### config.mk
export PLATFORM = sky130hd
export DESIGN_NAME = protobuf_field_extractor_unit
export DESIGN_NICKNAME = d
export VERILOG_FILES = /design/src/rtl/pfe_pkg.sv /design/src/rtl/pfe_parser.sv /design/src/rtl/protobuf_field_extractor_unit.sv
export VERILOG_INCLUDE_DIRS = /design/src /design/src/rtl
export SDC_FILE = /design/constraint.sdc
export NUM_CORES = 1
export LEC_CHECK = 0
export BUFFER_PORTS_ARGS = -buffer_cell sky130_fd_sc_hd__buf_2
export CAP_MARGIN = 25
export CORE_MARGIN = 1.5
export CORE_UTILIZATION = 30
export DETAILED_ROUTE_END_ITERATION = 16
export HOLD_SLACK_MARGIN = 0.15
export PLACE_DENSITY = 0.6
export RECOVER_POWER = 100
export SYNTH_ARGS = -nofsm -noshare
export SYNTH_HDL_FRONTEND = slang
export SYNTH_SLANG_ARGS = --single-unit
### constraint.sdc
create_clock -name clk -period 7.9 [get_ports clk]
set_input_delay 0.395 -clock clk [delete_from_list [all_inputs] [get_ports clk]]
set_output_delay 0.395 -clock clk [all_outputs]
set_load 0.02 [all_outputs]
### src/rtl/protobuf_field_extractor_unit_defines.svh
// Assertion macros shared by the protobuf field extractor RTL.
// No dependencies; included by files that carry concurrent assertions.
`ifndef PROTOBUF_FIELD_EXTRACTOR_UNIT_DEFINES_SVH
`define PROTOBUF_FIELD_EXTRACTOR_UNIT_DEFINES_SVH

// Same-cycle implication, disabled while reset is high.
`define PFE_ASSERT_NOW(label, clk_sig, rst_sig, ante, cons, msg) \
  label: assert property (@(posedge clk_sig) disable iff (rst_sig) (ante) |-> (cons)) \
    else $error(msg);

// Next-cycle implication, disabled while reset is high.
`define PFE_ASSERT_NEXT(label, clk_sig, rst_sig, ante, cons, msg) \
  label: assert property (@(posedge clk_sig) disable iff (rst_sig) (ante) |=> (cons)) \
    else $error(msg);

`endif

### src/rtl/pfe_pkg.sv
// Package for the protobuf field extractor: types, status codes and constants.
// No dependencies; used by pfe_parser and protobuf_field_extractor_unit.
`timescale 1ns / 1ps

package pfe_pkg;

  // Largest payload or skip length that the counters track.
  localparam int unsigned MAX_MESSAGE_BYTES = 65536;
  localparam int unsigned SKIP_W = $clog2(MAX_MESSAGE_BYTES + 1);

  // Field widths.
  localparam int unsigned BYTE_W = 8;
  localparam int unsigned VALUE_W = 64;
  localparam int unsigned FIELD_W = 29;
  localparam int unsigned CNT_W = 4;
  localparam int unsigned CFG_IDX_W = 1;
  localparam int unsigned CFG_DATA_W = FIELD_W;

  // Index of the last varint byte (ten bytes at most).
  localparam logic [CNT_W-1:0] VARINT_LAST_IDX = 4'd9;

  // Configuration register indexes.
  localparam logic [CFG_IDX_W-1:0] CFG_TARGET_FIELD = 1'b0;
  localparam logic [CFG_IDX_W-1:0] CFG_SEARCH_MODE = 1'b1;

  // Search modes.
  localparam logic MODE_VARINT = 1'b0;
  localparam logic MODE_PAYLOAD = 1'b1;

  // Wire types that the parser understands.
  localparam logic [2:0] WT_VARINT = 3'd0;
  localparam logic [2:0] WT_FIXED64 = 3'd1;
  localparam logic [2:0] WT_LEN = 3'd2;
  localparam logic [2:0] WT_FIXED32 = 3'd5;

  // Skip lengths of the fixed-size wire types.
  localparam logic [SKIP_W-1:0] FIXED64_BYTES = SKIP_W'(8);
  localparam logic [SKIP_W-1:0] FIXED32_BYTES = SKIP_W'(4);

  typedef enum logic [2:0] {
    PH_TAG     = 3'd0,
    PH_VALUE   = 3'd1,
    PH_LENGTH  = 3'd2,
    PH_SKIP    = 3'd3,
    PH_PAYLOAD = 3'd4,
    PH_DONE    = 3'd5
  } phase_t;

  typedef enum logic [2:0] {
    ST_VARINT    = 3'd0,
    ST_BYTE      = 3'd1,
    ST_LAST      = 3'd2,
    ST_EMPTY     = 3'd3,
    ST_NOTFOUND  = 3'd4,
    ST_MALFORMED = 3'd5,
    ST_TRUNC     = 3'd6
  } status_t;

  // Result of one input byte, passed from the parser to the output stage.
  typedef struct packed {
    logic               have;
    status_t            status;
    logic [VALUE_W-1:0] value;
  } pfe_result_t;

endpackage

### src/rtl/pfe_parser.sv
// Byte-wise protobuf wire-format parser: state registers and the per-byte logic.
// Depends on pfe_pkg. Produces at most one result per accepted byte, combinationally.
`timescale 1ns / 1ps

module pfe_parser (
  input  logic                           clk,
  input  logic                           rst,
  input  logic                           accept,
  input  logic [pfe_pkg::BYTE_W-1:0]     data_byte,
  input  logic                           end_of_message,
  input  logic [pfe_pkg::FIELD_W-1:0]    target_field,
  input  logic                           search_mode,
  output pfe_pkg::pfe_result_t           result
);

  pfe_pkg::phase_t                  phase, phase_next;
  logic [pfe_pkg::VALUE_W-1:0]      acc, acc_next;
  logic [pfe_pkg::CNT_W-1:0]        count, count_next;
  logic                             field_matches, field_matches_next;
  logic [pfe_pkg::SKIP_W-1:0]       bytes_to_skip, bytes_to_skip_next;

  // Shared decode of the incoming byte.
  logic [6:0]                       shift_amt;
  logic [pfe_pkg::VALUE_W-1:0]      acc_upd;
  logic [pfe_pkg::CNT_W-1:0]        count_upd;
  logic                             vb_done, vb_over;
  logic [2:0]                       wt;
  logic                             tag_same;
  logic                             len_zero, len_big;
  logic [pfe_pkg::SKIP_W-1:0]       skip_dec, len_sat;
  logic                             skip_last;

  // Varint byte step, tag fields and length checks.
  always_comb begin
    shift_amt = 7'({3'd0, count} * 7'd7);
    acc_upd   = acc | ({{(pfe_pkg::VALUE_W-7){1'b0}}, data_byte[6:0]} << shift_amt);
    count_upd = count + 1'b1;
    vb_over   = (count > pfe_pkg::VARINT_LAST_IDX) ||
                (data_byte[7] && (count == pfe_pkg::VARINT_LAST_IDX));
    vb_done   = !data_byte[7];
    wt        = acc_upd[2:0];
    tag_same  = (acc_upd[63:32] == 32'd0) && (acc_upd[31:3] == target_field);
    len_zero  = (acc_upd == '0);
    len_big   = (acc_upd > pfe_pkg::VALUE_W'(pfe_pkg::MAX_MESSAGE_BYTES));
    len_sat   = len_big ? pfe_pkg::SKIP_W'(pfe_pkg::MAX_MESSAGE_BYTES)
                        : acc_upd[pfe_pkg::SKIP_W-1:0];
    skip_dec  = (bytes_to_skip != '0) ? bytes_to_skip - 1'b1 : bytes_to_skip;
    skip_last = (skip_dec == '0);
  end

  // Next state before the end-of-message clear.
  always_comb begin
    phase_next         = phase;
    acc_next           = acc;
    count_next         = count;
    field_matches_next = field_matches;
    bytes_to_skip_next = bytes_to_skip;
    unique case (phase)
      pfe_pkg::PH_TAG: begin
        acc_next   = acc_upd;
        count_next = count_upd;
        if (vb_over) begin
          phase_next = pfe_pkg::PH_DONE;
        end else if (vb_done) begin
          case (wt)
            pfe_pkg::WT_VARINT: begin
              field_matches_next = (search_mode == pfe_pkg::MODE_VARINT) && tag_same;
              phase_next = pfe_pkg::PH_VALUE;
              acc_next   = '0;
              count_next = '0;
            end
            pfe_pkg::WT_LEN: begin
              field_matches_next = (search_mode == pfe_pkg::MODE_PAYLOAD) && tag_same;
              phase_next = pfe_pkg::PH_LENGTH;
              acc_next   = '0;
              count_next = '0;
            end
            pfe_pkg::WT_FIXED64: begin
              bytes_to_skip_next = pfe_pkg::FIXED64_BYTES;
              phase_next = pfe_pkg::PH_SKIP;
            end
            pfe_pkg::WT_FIXED32: begin
              bytes_to_skip_next = pfe_pkg::FIXED32_BYTES;
              phase_next = pfe_pkg::PH_SKIP;
            end
            default: phase_next = pfe_pkg::PH_DONE;
          endcase
        end
      end
      pfe_pkg::PH_VALUE: begin
        acc_next   = acc_upd;
        count_next = count_upd;
        if (vb_over) begin
          phase_next = pfe_pkg::PH_DONE;
        end else if (vb_done) begin
          if (field_matches) begin
            phase_next = pfe_pkg::PH_DONE;
          end else begin
            phase_next = pfe_pkg::PH_TAG;
            acc_next   = '0;
            count_next = '0;
          end
        end
      end
      pfe_pkg::PH_LENGTH: begin
        acc_next   = acc_upd;
        count_next = count_upd;
        if (vb_over) begin
          phase_next = pfe_pkg::PH_DONE;
        end else if (vb_done) begin
          if (field_matches) begin
            if (len_zero || len_big) begin
              phase_next = pfe_pkg::PH_DONE;
            end else begin
              bytes_to_skip_next = len_sat;
              phase_next = pfe_pkg::PH_PAYLOAD;
            end
          end else if (len_zero) begin
            phase_next = pfe_pkg::PH_TAG;
            acc_next   = '0;
            count_next = '0;
          end else begin
            bytes_to_skip_next = len_sat;
            phase_next = pfe_pkg::PH_SKIP;
          end
        end
      end
      pfe_pkg::PH_SKIP: begin
        bytes_to_skip_next = skip_dec;
        if (skip_last) begin
          phase_next = pfe_pkg::PH_TAG;
          acc_next   = '0;
          count_next = '0;
        end
      end
      pfe_pkg::PH_PAYLOAD: begin
        bytes_to_skip_next = skip_dec;
        if (skip_last) begin
          phase_next = pfe_pkg::PH_DONE;
        end
      end
      default: phase_next = pfe_pkg::PH_DONE;
    endcase
  end

  // Result of the current byte.
  always_comb begin
    result.have   = 1'b0;
    result.status = pfe_pkg::ST_NOTFOUND;
    result.value  = '0;
    unique case (phase)
      pfe_pkg::PH_TAG: begin
        if (vb_over) begin
          result.have   = 1'b1;
          result.status = pfe_pkg::ST_MALFORMED;
        end else if (vb_done) begin
          case (wt) inside
            pfe_pkg::WT_VARINT, pfe_pkg::WT_LEN, pfe_pkg::WT_FIXED64,
            pfe_pkg::WT_FIXED32: result.have = 1'b0;
            default: begin
              result.have   = 1'b1;
              result.status = pfe_pkg::ST_MALFORMED;
            end
          endcase
        end
      end
      pfe_pkg::PH_VALUE: begin
        if (vb_over) begin
          result.have   = 1'b1;
          result.status = pfe_pkg::ST_MALFORMED;
        end else if (vb_done && field_matches) begin
          result.have   = 1'b1;
          result.status = pfe_pkg::ST_VARINT;
          result.value  = acc_upd;
        end
      end
      pfe_pkg::PH_LENGTH: begin
        if (vb_over) begin
          result.have   = 1'b1;
          result.status = pfe_pkg::ST_MALFORMED;
        end else if (vb_done && field_matches && len_zero) begin
          result.have   = 1'b1;
          result.status = pfe_pkg::ST_EMPTY;
        end else if (vb_done && field_matches && len_big) begin
          result.have   = 1'b1;
          result.status = pfe_pkg::ST_TRUNC;
        end
      end
      pfe_pkg::PH_PAYLOAD: begin
        result.have  = 1'b1;
        result.value = {{(pfe_pkg::VALUE_W-pfe_pkg::BYTE_W){1'b0}}, data_byte};
        if (skip_last) begin
          result.status = pfe_pkg::ST_LAST;
        end else if (end_of_message) begin
          result.status = pfe_pkg::ST_TRUNC;
        end else begin
          result.status = pfe_pkg::ST_BYTE;
        end
      end
      default: result.have = 1'b0;
    endcase
    // A message that ends with nothing found and no verdict yet reports not found.
    if (end_of_message && !result.have && (phase_next != pfe_pkg::PH_DONE)) begin
      result.have   = 1'b1;
      result.status = pfe_pkg::ST_NOTFOUND;
      result.value  = '0;
    end
  end

  // State registers; the end of a message returns the parser to the tag phase.
  always_ff @(posedge clk) begin
    if (rst) begin
      phase         <= pfe_pkg::PH_TAG;
      acc           <= '0;
      count         <= '0;
      field_matches <= 1'b0;
      bytes_to_skip <= '0;
    end else if (accept) begin
      if (end_of_message) begin
        phase         <= pfe_pkg::PH_TAG;
        acc           <= '0;
        count         <= '0;
        field_matches <= 1'b0;
        bytes_to_skip <= '0;
      end else begin
        phase         <= phase_next;
        acc           <= acc_next;
        count         <= count_next;
        field_matches <= field_matches_next;
        bytes_to_skip <= bytes_to_skip_next;
      end
    end
  end

endmodule

### src/rtl/protobuf_field_extractor_unit.sv
// Top level of the protobuf field extractor: configuration registers and output buffering.
// Depends on pfe_pkg, pfe_parser and protobuf_field_extractor_unit_defines.svh.
`timescale 1ns / 1ps
`include "protobuf_field_extractor_unit_defines.svh"

// The block takes one message byte per input transaction and can accept a new byte in
// every clock cycle unless the output buffer is full. Each byte is parsed in the cycle it
// is accepted; its result, if any, is registered in the result register, or in the skid
// register on a stall. A two-entry output buffer (result register plus skid register)
// lets input continue while one result waits; input tready drops only when both entries
// are full. tuser carries the status code, tdata the varint value or the payload byte in
// bits 7:0. Configuration writes take effect from the next byte and belong between messages.

module protobuf_field_extractor_unit (
  input  logic                              clk,
  input  logic                              rst,
  // Input stream.
  input  logic                              s_axis_tvalid,
  output logic                              s_axis_tready,
  input  logic [pfe_pkg::BYTE_W-1:0]        s_axis_tdata,   // [7:0] data_byte
  input  logic                              s_axis_tlast,   // end_of_message
  // Result stream.
  output logic                              m_axis_tvalid,
  input  logic                              m_axis_tready,
  output logic [pfe_pkg::VALUE_W-1:0]       m_axis_tdata,   // [63:0] value
  output logic [2:0]                        m_axis_tuser,   // [2:0] status
  // Configuration write port.
  input  logic                              cfg_we,
  input  logic [pfe_pkg::CFG_IDX_W-1:0]     cfg_index,
  input  logic [pfe_pkg::CFG_DATA_W-1:0]    cfg_data
);

  logic [pfe_pkg::FIELD_W-1:0] target_field;
  logic                        search_mode;
  logic                        s_fire, m_fire;
  pfe_pkg::pfe_result_t        par_res;

  logic                        out_valid;
  pfe_pkg::status_t            out_status;
  logic [pfe_pkg::VALUE_W-1:0] out_value;
  logic                        skid_valid;
  pfe_pkg::status_t            skid_status;
  logic [pfe_pkg::VALUE_W-1:0] skid_value;

  logic                        stalled_result;
  logic                        dataless_out;

  assign s_axis_tready = !skid_valid;
  assign s_fire        = s_axis_tvalid && s_axis_tready;
  assign m_fire        = m_axis_tvalid && m_axis_tready;
  assign m_axis_tvalid = out_valid;
  assign m_axis_tdata  = out_value;
  assign m_axis_tuser  = out_status;

  // Configuration registers.
  always_ff @(posedge clk) begin
    if (rst) begin
      target_field <= pfe_pkg::FIELD_W'(1);
      search_mode  <= pfe_pkg::MODE_VARINT;
    end else if (cfg_we) begin
      unique case (cfg_index)
        pfe_pkg::CFG_TARGET_FIELD: target_field <= cfg_data[pfe_pkg::FIELD_W-1:0];
        pfe_pkg::CFG_SEARCH_MODE:  search_mode  <= cfg_data[0];
        default:                   search_mode  <= search_mode;
      endcase
    end
  end

  pfe_parser u_parser (
    .clk            (clk),
    .rst            (rst),
    .accept         (s_fire),
    .data_byte      (s_axis_tdata),
    .end_of_message (s_axis_tlast),
    .target_field   (target_field),
    .search_mode    (search_mode),
    .result         (par_res)
  );

  // Output register with a skid entry behind it.
  always_ff @(posedge clk) begin
    if (rst) begin
      out_valid  <= 1'b0;
      skid_valid <= 1'b0;
    end else begin
      if (m_fire || !out_valid) begin
        if (skid_valid) begin
          out_valid  <= 1'b1;
          skid_valid <= 1'b0;
        end else begin
          out_valid <= s_fire && par_res.have;
        end
      end else if (s_fire && par_res.have) begin
        skid_valid <= 1'b1;
      end
    end
  end

  // Payload of the output register and skid entry.
  always_ff @(posedge clk) begin
    if (m_fire || !out_valid) begin
      if (skid_valid) begin
        out_status <= skid_status;
        out_value  <= skid_value;
      end else begin
        out_status <= par_res.status;
        out_value  <= par_res.value;
      end
    end else if (s_fire && par_res.have) begin
      skid_status <= par_res.status;
      skid_value  <= par_res.value;
    end
  end

  // Conditions watched by the assertions below.
  assign stalled_result = s_fire && par_res.have && m_axis_tvalid && !m_axis_tready;
  assign dataless_out   = m_axis_tvalid && ((m_axis_tuser == pfe_pkg::ST_EMPTY) ||
                          (m_axis_tuser == pfe_pkg::ST_NOTFOUND) ||
                          (m_axis_tuser == pfe_pkg::ST_MALFORMED));

  // A waiting skid entry always has a full output register ahead of it.
  `PFE_ASSERT_NOW(a_skid_behind_out, clk, rst, skid_valid, out_valid, "skid full, output empty")

  // A result arriving while the output is stalled must land in the skid entry.
  `PFE_ASSERT_NEXT(a_stall_to_skid, clk, rst, stalled_result, skid_valid, "stalled result lost")

  // Statuses without data carry a zero value.
  `PFE_ASSERT_NOW(a_zero_value, clk, rst, dataless_out, m_axis_tdata == '0, "value on dataless status")

endmodule
### After elaboration in Yosys (flattened, before gate mapping)

Cells that the tools add are included.

| storage, ports and cells | value |
|---|---|
| logic and storage cells | 160 |
| bits of input ports | 44 |
| output and inout port bits | 69 |
| bits in registers | 255 |

| cells by class | value |
|---|---|
| multiply operators | 1 |
| order comparisons | 2 |
| shifts and indexed selects | 1 |
| equal/unequal tests | 20 |
| $add $sub $neg | 2 |
| bitwise gates (word level) | 4 |
| mux-type cells | 77 |
| reduce and logical (&&, ||, !) cells | 40 |

Operator list:

| operator | number |
|---|---|
| $mux 64 | 14 |
| $pmux 64 s4 | 1 |
| $mux 17 | 10 |
| $mux 68 | 2 |
| $pmux 64 s2 | 1 |
| $mux 4 | 18 |
| $gt 64x17->1 const B | 1 |
| $logic_not 64->1 | 1 |
| $or 64x64->64 | 1 |
| $shl 7x7->64 | 1 |
| $pmux 17 s3 | 1 |
| $mux 3 | 14 |
| $pmux 17 s2 | 1 |
| $logic_not 32->1 | 1 |
| $eq 29x29->1 | 1 |
| $logic_not 17->1 | 1 |
| $reduce_bool 17->1 | 1 |
| $sub 17x1->17 const B | 1 |
| $pmux 4 s4 | 1 |
| $ne 3x3->1 const B | 5 |
| $pmux 3 s5 | 1 |
| $logic_and 1x1->1 | 12 |
| $pmux 3 s4 | 1 |
| $eq 3x2->1 const B | 3 |
| other kinds (31) | 53 |

### Depth between registers and ports, before layout

Gate-level depths: netlist (run 1).

| logic depth | value |
|---|---|
| word-level depth | 15 |
| gate-level depth with buffers | 14 |
| depth with buffers taken out | 10 |

### Modules after synthesis

Synthesis (run 1) repeated with hierarchy kept, for this count alone.

| unflattened totals | value |
|---|---|
| cells, all modules | 1119 |
| area, all modules | 11735.0 um2 |

Modules (own cells, without submodules):

| module | cells an instance | instances | sequential area each (um2) | area each (um2) |
|---|---|---|---|---|
| protobuf_field_extractor_unit | 350 | 1 | 4664.5 | 5967.0 |
| pfe_parser | 769 | 1 | 1781.7 | 5768.0 |

### Worst setup path after synthesis (run 1)

OpenSTA, ideal clock, no wires.

| timing path | value |
|---|---|
| kind | input to register |
| start point | input s_axis_tdata[0] (netlist bit) |
| end point | register skid_status[0] (enable) |
| library setup time | 0.574 ns |
| arrival time | 7.172 ns |
| cell stages on the path | 10 |
| buffers on the path | 2 |
| setup slack | 0.153 ns |
| data required time | 7.326 ns |
| cells stage by stage | buf_2 nor2b_1 clkbuf_1 a21oi_1 nand4_1 or4_4 nor4_4 o41a_1 a221oi_2 nor3_1 |

| between the ends | value |
|---|---|
| cells in the longest elaborated chain, start to end | 14 |
| elaborated cells on any way between the ends | 36 |
| those cells by class | 1 x order compare; 4 x eq/ne; 1 x shift; 17 x mux; 1 x bitwise; 12 x reduce/logical |

RTL lines:

| what | RTL line | source |
|---|---|---|
| from (decl) | protobuf_field_extractor_unit.sv:20 | `input logic [pfe_pkg::BYTE_W-1:0] s_axis_tdata,` |
| $shl 7x7->64 (*) | pfe_parser.sv:36 | `acc_upd = acc \| ({{(pfe_pkg::VALUE_W-7){1'b0}}, data_byte[6:0]} << shift_amt);` |
| $or 64x64->64 (*) | pfe_parser.sv:36 |  |
| $gt 64x17->1 (tied with other cells) | pfe_parser.sv:44 | `len_big = (acc_upd > pfe_pkg::VALUE_W'(pfe_pkg::MAX_MESSAGE_BYTES));` |
| $logic_or 1x1->1 (tied with other cells) | pfe_parser.sv:112 | `if (len_zero \|\| len_big) begin` |
| $mux 1 (tied with other cells) | pfe_parser.sv:112 |  |
| $mux 3 (tied with other cells) | pfe_parser.sv:111 | `if (field_matches) begin` |
| $mux 3 (tied with other cells) | pfe_parser.sv:110 | `end else if (vb_done) begin` |
| $mux 3 / $pmux 1 s4 (equally long branches) | pfe_parser.sv:108, pfe_parser.sv:151 |  |
| $pmux 3 s5 / $logic_not 1->1 (equally long branches) | pfe_parser.sv:58, pfe_parser.sv:203 |  |
| $ne 3x3->1 / $logic_and 1x1->1 (equally long branches) | pfe_parser.sv:203 | `if (end_of_message && !result.have && (phase_next != pfe_pkg::PH_DONE)) begin` |
| $logic_and 1x1->1 | pfe_parser.sv:203 |  |
| $mux 68 (*) | pfe_parser.sv:203 |  |
| $logic_and 1x1->1 (*) | n/a |  |
| $reduce_and 2->1 (no line) (*) | n/a |  |
| to (signal assigned) | protobuf_field_extractor_unit.sv:110 | `skid_status <= par_res.status;` |
| to (decl) | protobuf_field_extractor_unit.sv:42 | `pfe_pkg::status_t skid_status;` |

Mark *: on every way between the ends. The rest lies on a longest branch, timed or not.
A chain may end at the register's enable or synchronous reset.

### Final worst setup path (run 1)

| timing path | value |
|---|---|
| start point | register u_parser.count[0] (netlist bit) |
| end point | register skid_value[22] (netlist bit) (enable) |

| between the ends | value |
|---|---|
| cells in the longest elaborated chain, start to end | 15 |
| elaborated cells on any way between the ends | 43 |
| those cells by class | 1 x mul; 2 x order compare; 5 x eq/ne; 1 x shift; 19 x mux; 1 x bitwise; 14 x reduce/logical |

RTL lines:

| what | RTL line | source |
|---|---|---|
| from (decl) | pfe_parser.sv:18 | `logic [pfe_pkg::CNT_W-1:0] count, count_next;` |
| from (signal assigned) | pfe_parser.sv:228 | `count <= count_next;` |
| $mul 4x3->7 | pfe_parser.sv:35 | `shift_amt = 7'({3'd0, count} * 7'd7);` |
| $shl 7x7->64 | pfe_parser.sv:36 |  |
| $or 64x64->64 | pfe_parser.sv:36 |  |
| $gt 64x17->1 (tied with other cells) | pfe_parser.sv:44 |  |
| $logic_or 1x1->1 (tied with other cells) | pfe_parser.sv:112 |  |
| $mux 1 (tied with other cells) | pfe_parser.sv:112 |  |
| $mux 3 (tied with other cells) | pfe_parser.sv:111 |  |
| $mux 3 (tied with other cells) | pfe_parser.sv:110 |  |
| $mux 3 / $pmux 1 s4 (equally long branches) | pfe_parser.sv:108, pfe_parser.sv:151 |  |
| $pmux 3 s5 / $logic_not 1->1 (equally long branches) | pfe_parser.sv:58, pfe_parser.sv:203 |  |
| $ne 3x3->1 / $logic_and 1x1->1 (equally long branches) | pfe_parser.sv:203 |  |
| $logic_and 1x1->1 | pfe_parser.sv:203 |  |
| $mux 68 (*) | pfe_parser.sv:203 |  |
| $logic_and 1x1->1 (*) | n/a |  |
| $reduce_and 2->1 (no line) (*) | n/a |  |
| to (signal assigned) | protobuf_field_extractor_unit.sv:111 | `skid_value <= par_res.value;` |
| to (decl) | protobuf_field_extractor_unit.sv:43 | `logic [pfe_pkg::VALUE_W-1:0] skid_value;` |

Marked as above.

==> results of run 1 <==
==> logic make-up after synthesis <==
family                     share of synthesized area, %
AOI/OAI and AO/OA                                 19.74
xor gates and xnor gates                          2.818
adders and majority gates                        0.4026
buffers and inverters                             5.033
DFF                                               51.86
muxes                                             2.607
and+or+nand+nor                                   17.54
==> per-layer routing <==
metal  part of all wire [%]  vias to the layer above  GRT usage [%]
li1                       -                     4920              -
met1                     44                     4933          23.44
met2                     45                      433          27.21
met3                    8.1                       82          3.375
met4                    3.2                        2          5.202
met5                  0.030                        -              0
==> state kept, by name (all words and copies together), names as in the netlist <==
name and cells:
m_axis_tdata 64, m_axis_tuser 3, m_axis_tvalid 1, search_mode 1, skid_status 3, skid_valid 1
skid_value 64, target_field 29, u_parser.acc 64, u_parser.bytes_to_skip 17, u_parser.count 4, u_parser.field_matches 1
u_parser.phase 3
==> layout make-up <==
| type | instances | area share, % |
|---|---|---|
| clock buffer | 43 | 5.612 |
| clock inverter | 10 | 0.6515 |
| inverter | 32 | 0.8340 |
| multi-input combinational | 900 | 36.70 |
| sequential | 255 | 44.79 |
| tap | 532 | 4.622 |
| timing repair buffer | 169 | 6.793 |
==> stage by stage <==
step                      total power, mW  cells  util, %  worst slack [ns]  hold WS, ns
after floorplan                     1.752   1301        -            0.1535       0.4313
after global placement              1.867   1851    32.66             3.176       0.4419
after detailed placement            1.870   1851    32.66             3.105       0.4489
after CTS                           3.165   1937    35.67             3.096       0.1583
after global routing                3.241   1941    35.27             1.379       0.2117
final                               3.129   1941    35.27             1.730       0.1927
==> cells in the mapped netlist, drive strengths merged (5+ instances only) <==
cell type	n	area [um^2]
xnor2	35	306.5
or4	9	78.82
o2111ai	24	210.2
a21oi	119	595.6
nand3	12	60.06
inv	31	116.4
edfxtp	134	4024
nor4	22	173.9
a21o	9	67.56
nor2b	39	244.0
o21a	15	112.6
mux2i	20	200.2
a31oi	55	380.4
nand4	13	81.33
o41ai	5	43.79
nor2	91	341.6
or3	12	75.07
mux2	11	123.9
nor3	23	126.4
o21ai	24	120.1
o22ai	12	75.07
nand2	211	794.5
nand2b	7	43.79
dfxtp	121	2422
o31ai	59	442.9
clkbuf	75	282.8
buf	39	222.7
xor2	5	43.79
==> worst max-delay path, cell delays in order, from the launching register on <==
cell and delay [ns]:
dfxtp_1 0.62, buf_4 0.46, nor2b_1 0.27, a21oi_1 0.58, nand4_1 0.17, or4_1 0.61
nor4_1 1.08, o41a_1 0.26, a221oi_1 0.12, nor3_2 0.17, clkbuf_2 1.31
==> power by group through the flow <==
| stage | combinational [mW] | clock [mW] | sequential (mW) |
|---|---|---|---|
| after floorplan | 0.212 | 0 | 1.54 |
| after global placement | 0.357 | 0 | 1.51 |
| after detailed placement | 0.360 | 0 | 1.51 |
| after CTS | 0.373 | 1.31 | 1.48 |
| after global routing | 0.388 | 1.36 | 1.49 |
| final | 0.361 | 1.28 | 1.49 |
==> path summary, 6_finish.rpt <==
path	startpoint	endpoint	slack, ns	cells after the start
setup / recovery	u_parser.count[0]$_SDFFE_PP0P_	skid_value[22]$_DFFE_PP_	1.73	10
setup reg to reg	u_parser.count[0]$_SDFFE_PP0P_	skid_value[22]$_DFFE_PP_	1.73	10
hold reg to reg	u_parser.acc[28]$_SDFFE_PP0P_	u_parser.acc[28]$_SDFFE_PP0P_	0.46	2
hold / removal	cfg_index	target_field[0]$_SDFFE_PP1P_	0.19	4
==> flow_metrics.py, run 1 <==
metrics = {
    "outcome": {
        "status": "finished, violations left",
        "violations": "capacitance limit, slew limit",
    },
    "pwr": {
        "p_switching_mw": 0.8248,
        "comb_power_share_pct": 11.5,
        "sw_frac_of_total_pct": 26.36,
        "clkPwrFrac_pct": 41.0,
        "p_int_mw": 2.304,
        "cellPowerDensity_nw_per_um2": 217.2,
        "cellLeakagePower_nw": 5.053,
        "peakVddDrop_mv": 0.1612,
        "power_frac_seq_pct": 47.5,
    },
    "floorplanning": {
        "die_h_um": 206.6,
        "rows": 74,
        "die_x_um": 206.6,
        "coreArea_um2": 40830,
        "die-area_um2": 42670,
        "start_util_pct": 30.44,
        "io_pins": 113,
    },
    "synthesis": {
        "synthDistinctLibCells": 81,
        "synth_seq_area_share_pct": 51.86,
        "syn-num-nets": 1349,
        "synth_cells": 1301,
        "netlist_area_um2": 12430,
        "ys_seq_elements": 255,
        "async_flop_share_pct": 0,
        "avgSynthCellArea_um2": 9.555,
        "yosysWarnings": 0,
        "synth_ff_type": "edfxtp_1",
        "synth_edf_count": 134,
    },
    "sta": {
        "rsz0062_at_grt": "no",
        "layout_min_cycle_time_ns": 6.170,
        "worst_pin_slew_ns": 3.428,
        "max_slew_margin_pct": -128.5,
        "setup_viol": 0,
        "finalCritPeriodShare_pct": 78.10,
        "clock_skew_ns": 0.01138,
        "fin_tns_setup_ns": 0,
        "maxSlewViolCount": 307,
        "hold_viol": 0,
        "max_freq_ghz": 0.1621,
    },
    "placement": {
        "place_congestion": 0.8728,
        "hpwl_mm": 24.81,
        "place_area_um2": 13330,
        "io_buffers": 112,
    },
    "clock_tree": {
        "clock_latency_ns": 0.56,
        "cts_tree": "built",
        "cts_inserted_buffers": 29,
        "cts_resized": 0,
        "cts_setup_buffers": 0,
        "cts.path.max_buffers": 3,
        "cts.sink_count": 255,
        "root_buffer": "clkbuf_16",
        "path_clk_slew_ns": 0.06,
        "h-tree-depth": 1,
        "postCtsHoldBufs": 33,
    },
    "critical_path": {
        "cp-start-kind": "flop",
        "worstPathMaxFanout": 67,
        "cp.required_ns": 8.05,
        "crit_type": "flop to flop",
        "end_kind": "flop",
        "critical_path_arrival_ns": 6.32,
    },
    "routing": {
        "viasPerCell": 5.343,
        "vias": 10370,
        "drc": 0,
        "firstDrtPassIters": 6,
        "wire_per_inst_um": 19.11,
        "dr.first_iter.drc_count": 1081,
        "ant_nets": 0,
        "postRouteWirelength_mm": 37.10,
    },
    "finish": {
        "multi_input_area_um2": 5285,
        "final_cell_mix": "nand2_1, edfxtp_1, a21oi_1, dfxtp_1, nor2_1",
        "diodes": 0,
        "final_common_cell": "nand2_1",
        "stdcell_area_um2": 14400,
        "drive_gt1_share_pct": 9.013,
        "area_growth_pct": 15.86,
        "seq_area_um2": 6451,
        "nNetsFinal": 1435,
        "nFillCells": 4145,
    },
    "grt": {
        "grt-ovfl-total": 0,
        "track_usage_pct": 17.12,
        "antenna_found_initial": 1,
        "grt_pass1_vias": 9900,
        "grt_pass1_wl_mm": 57.04,
        "grt_max_degree": 114,
    },
    "flow_run": {
        "drv_cap": 6,
    },
    "min_path": {
        "hold_class": "input port to flop",
    },
}
No activity file was read; power rests on OpenSTA's default activity.
==> run 2: changes to the inputs <==
- ABC_AREA: unset -> 1
- PLACE_DENSITY: 0.6 -> 0.58
- clock period: 7.9 -> 5.9 ns (I/O delays scaled with it)
==> run 2 against run 1 <==
  * Worst setup slack worse by 0.70 ns
  * Clock skew is 0.0079 ns higher
  * Die area is 9.8% higher
  * Global-route usage is 0.68 points higher
  * The run still ends with capacitance limit, slew limit left
  * Via count is 21% higher
  * Flip-flop and latch count stayed put
  * Clock power is 59% higher
  * Largest power group is now clock
  * Sequential share of layout area is 4.3 points lower
==> flow_metrics.py, run 2 <==
metrics = {
    "routing": {
        "drc": 0,
        "postRouteWirelength_mm": 42.61,
        "ant_nets": 0,
        "firstDrtPassIters": 5,
        "viasPerCell": 5.084,
        "dr.first_iter.drc_count": 1172,
        "wire_per_inst_um": 17.34,
        "vias": 12500,
    },
    "placement": {
        "place_congestion": 0.9429,
        "hpwl_mm": 29.52,
        "io_buffers": 112,
    },
    "sta": {
        "hold_viol": 0,
        "rsz0062_at_grt": "no",
        "layout_min_cycle_time_ns": 4.866,
        "finalCritPeriodShare_pct": 82.48,
        "maxSlewViolCount": 271,
        "worst_pin_slew_ns": 3.171,
        "clock_skew_ns": 0.01925,
        "fin_tns_setup_ns": 0,
        "max_slew_margin_pct": -111.4,
        "max_freq_ghz": 0.2055,
        "setup_viol": 0,
    },
    "pwr": {
        "comb_power_share_pct": 16.3,
        "cellPowerDensity_nw_per_um2": 303.5,
        "sw_frac_of_total_pct": 29.37,
        "power_frac_seq_pct": 41.7,
        "peakVddDrop_mv": 0.2231,
        "clkPwrFrac_pct": 42.0,
        "p_int_mw": 3.411,
        "cellLeakagePower_nw": 6.181,
        "p_switching_mw": 1.418,
    },
    "clock_tree": {
        "cts_inserted_buffers": 30,
        "cts_setup_buffers": 0,
        "cts_resized": 0,
        "postCtsHoldBufs": 34,
        "cts.sink_count": 255,
        "root_buffer": "clkbuf_16",
        "clock_latency_ns": 0.59,
        "cts.path.max_buffers": 3,
        "h-tree-depth": 1,
        "cts_tree": "built",
        "path_clk_slew_ns": 0.06,
    },
    "critical_path": {
        "crit_top_cell": "nand3_1",
        "cp_slowest_cell": "inv_2",
        "rrSetupSlack_ns": 1.03,
        "worstPathMaxFanout": 106,
        "cp-start-kind": "flop",
        "crit_type": "flop to flop",
        "path_cells": "inv_1, ha_1, nand2_1, nor2_1, nand3b_1, nand3b_1, nand2_1, inv_1, nand3_1, nor2_1, nand3_1, nand3_1, nand3_4, inv_2, nand2_2, nand2_4, a21oi_1",
        "cpPeakStageDelay_ns": 1.21,
        "cp.required_ns": 6.37,
        "critical_path_arrival_ns": 5.33,
        "end_kind": "flop",
    },
    "synthesis": {
        "netlist_area_um2": 13670,
        "synthDistinctLibCells": 52,
        "syn-num-nets": 1787,
        "async_flop_share_pct": 0,
        "synth_area_leaders": "edfxtp_1, dfxtp_1, nand2_1",
        "synth_cells": 1739,
        "ys_seq_elements": 255,
        "synth_seq_area_share_pct": 47.16,
        "yosysMostFrequentCell": "nand2_1",
        "synth_edf_count": 134,
        "synthTopCellsByCount": "nand2_1, nor2_1, a21oi_1, edfxtp_1, dfxtp_1",
        "yosysWarnings": 0,
        "synth_ff_type": "edfxtp_1",
        "avgSynthCellArea_um2": 7.860,
        "yosys.area.top_type": "edfxtp_1",
        "synth_top_cell_area_share_pct": 29.44,
    },
    "grt": {
        "antenna_found_initial": 0,
        "track_usage_pct": 17.80,
        "grt_pass1_vias": 11700,
        "grt_pass1_wl_mm": 66.41,
        "grt-ovfl-total": 0,
        "grt_max_degree": 107,
    },
    "floorplanning": {
        "rows": 78,
        "io_pins": 113,
        "coreArea_um2": 45190,
        "die_h_um": 216.5,
        "die-area_um2": 46850,
        "start_util_pct": 30.25,
        "die_x_um": 216.5,
    },
    "finish": {
        "final_util_pct": 35.21,
        "nFillCells": 4757,
        "final_cell_mix": "nand2_1, nor2_1, a21oi_1, edfxtp_1, o21ai_0",
        "drive_gt1_share_pct": 9.849,
        "nNetsFinal": 1882,
        "final_common_cell": "nand2_1",
        "diodes": 0,
        "area_growth_pct": 16.41,
    },
    "outcome": {
        "status": "finished, violations left",
        "violations": "capacitance limit, slew limit",
    },
    "flow_run": {
        "drv_cap": 4,
    },
    "min_path": {
        "hold_class": "input port to flop",
    },
}
[run 2: cell count changes after synthesis, moves of 55 or more]
cell | before | now
nor2_1 | 91 | 211
o211ai_1 | 3 | 80
inv_1 | 30 | 119
nand2_1 | 210 | 431
nand3_1 | 12 | 76
o21ai_0 | 24 | 113
o31ai_1 | 59 | 4
[run 2: power groups by stage]
stage          clock network [mW]  logic (mW)  registers (mW)
6_report                     2.03       0.789            2.01
4_1_cts                      2.06       0.799            2.01
3_5_place_dp                    0       0.779            2.05
5_1_grt                      2.13       0.868            2.02
2_1_floorplan                   0       0.530            2.08
3_3_place_gp                    0       0.774            2.05
[run 2: final cells by class]
class	count	area, um^2	share of cell area (%)
clock inverters	20	250.2	1.573
multi-input cells	1254	6191	38.91
inverters	132	500.5	3.145
repair buffers	161	924.6	5.811
flip-flops and latches	255	6447	40.52
clock buffers	36	847.1	5.324
well taps	600	750.7	4.718
[run 2: worst max-delay path: cells and delay by family, from the launching register on]
family          cells  cell delay (ns)
compound gates      1             0.07
simple gates       12             2.59
buf+inv             3             1.45
flops               1             0.34
fa+ha+maj           1             0.28
[run 2: path summary, 6_finish.rpt]
| check | start | end | depth (start not counted) |
|---|---|---|---|
| setup / recovery | u_parser.bytes_to_skip[0]$_SDFFE_PP0P_ | u_parser.acc[56]$_SDFFE_PP0P_ | 17 |
| hold reg to reg | u_parser.acc[6]$_SDFFE_PP0P_ | u_parser.acc[6]$_SDFFE_PP0P_ | 2 |
| hold / removal | rst | u_parser.bytes_to_skip[7]$_SDFFE_PP0P_ | 2 |
| setup reg to reg | u_parser.bytes_to_skip[0]$_SDFFE_PP0P_ | u_parser.acc[56]$_SDFFE_PP0P_ | 17 |
[run 2: cells by family after synthesis]
kind of cell    count (synthesis)  synth area share [%]
xor+xnor                       15                0.9612
buf+inv                       230                 7.433
flops                         255                 47.16
fa+ha+maj                       4                0.3662
simple gates                  824                 26.05
compound gates                411                 18.02
[run 2: stage by stage]
step           setup WS, ns  instance area, um^2  hold slack (ns)  power [mW]  std cells
2_1_floorplan        0.5090                13670           0.3735       2.608       1739
3_3_place_gp          1.651                14620           0.4420       2.822       2367
3_5_place_dp          1.570                14620           0.4483       2.827       2367
4_1_cts               1.526                16060           0.1586       4.873       2457
5_1_grt              0.6013                15910           0.2101       5.022       2458
6_report              1.034                15910           0.1807       4.829       2458
[run 2: layer usage]
layer  routed length [um]  share of wire, %  GRT usage [%]  vias up
met1                19900                47          25.34     5863
li1                     -                 -              -     6096
met4                 1059               2.5          5.394        0
met5                    0                 0              0        -
met3                 2686               6.3          2.442       77
met2                18960                45          27.90      460
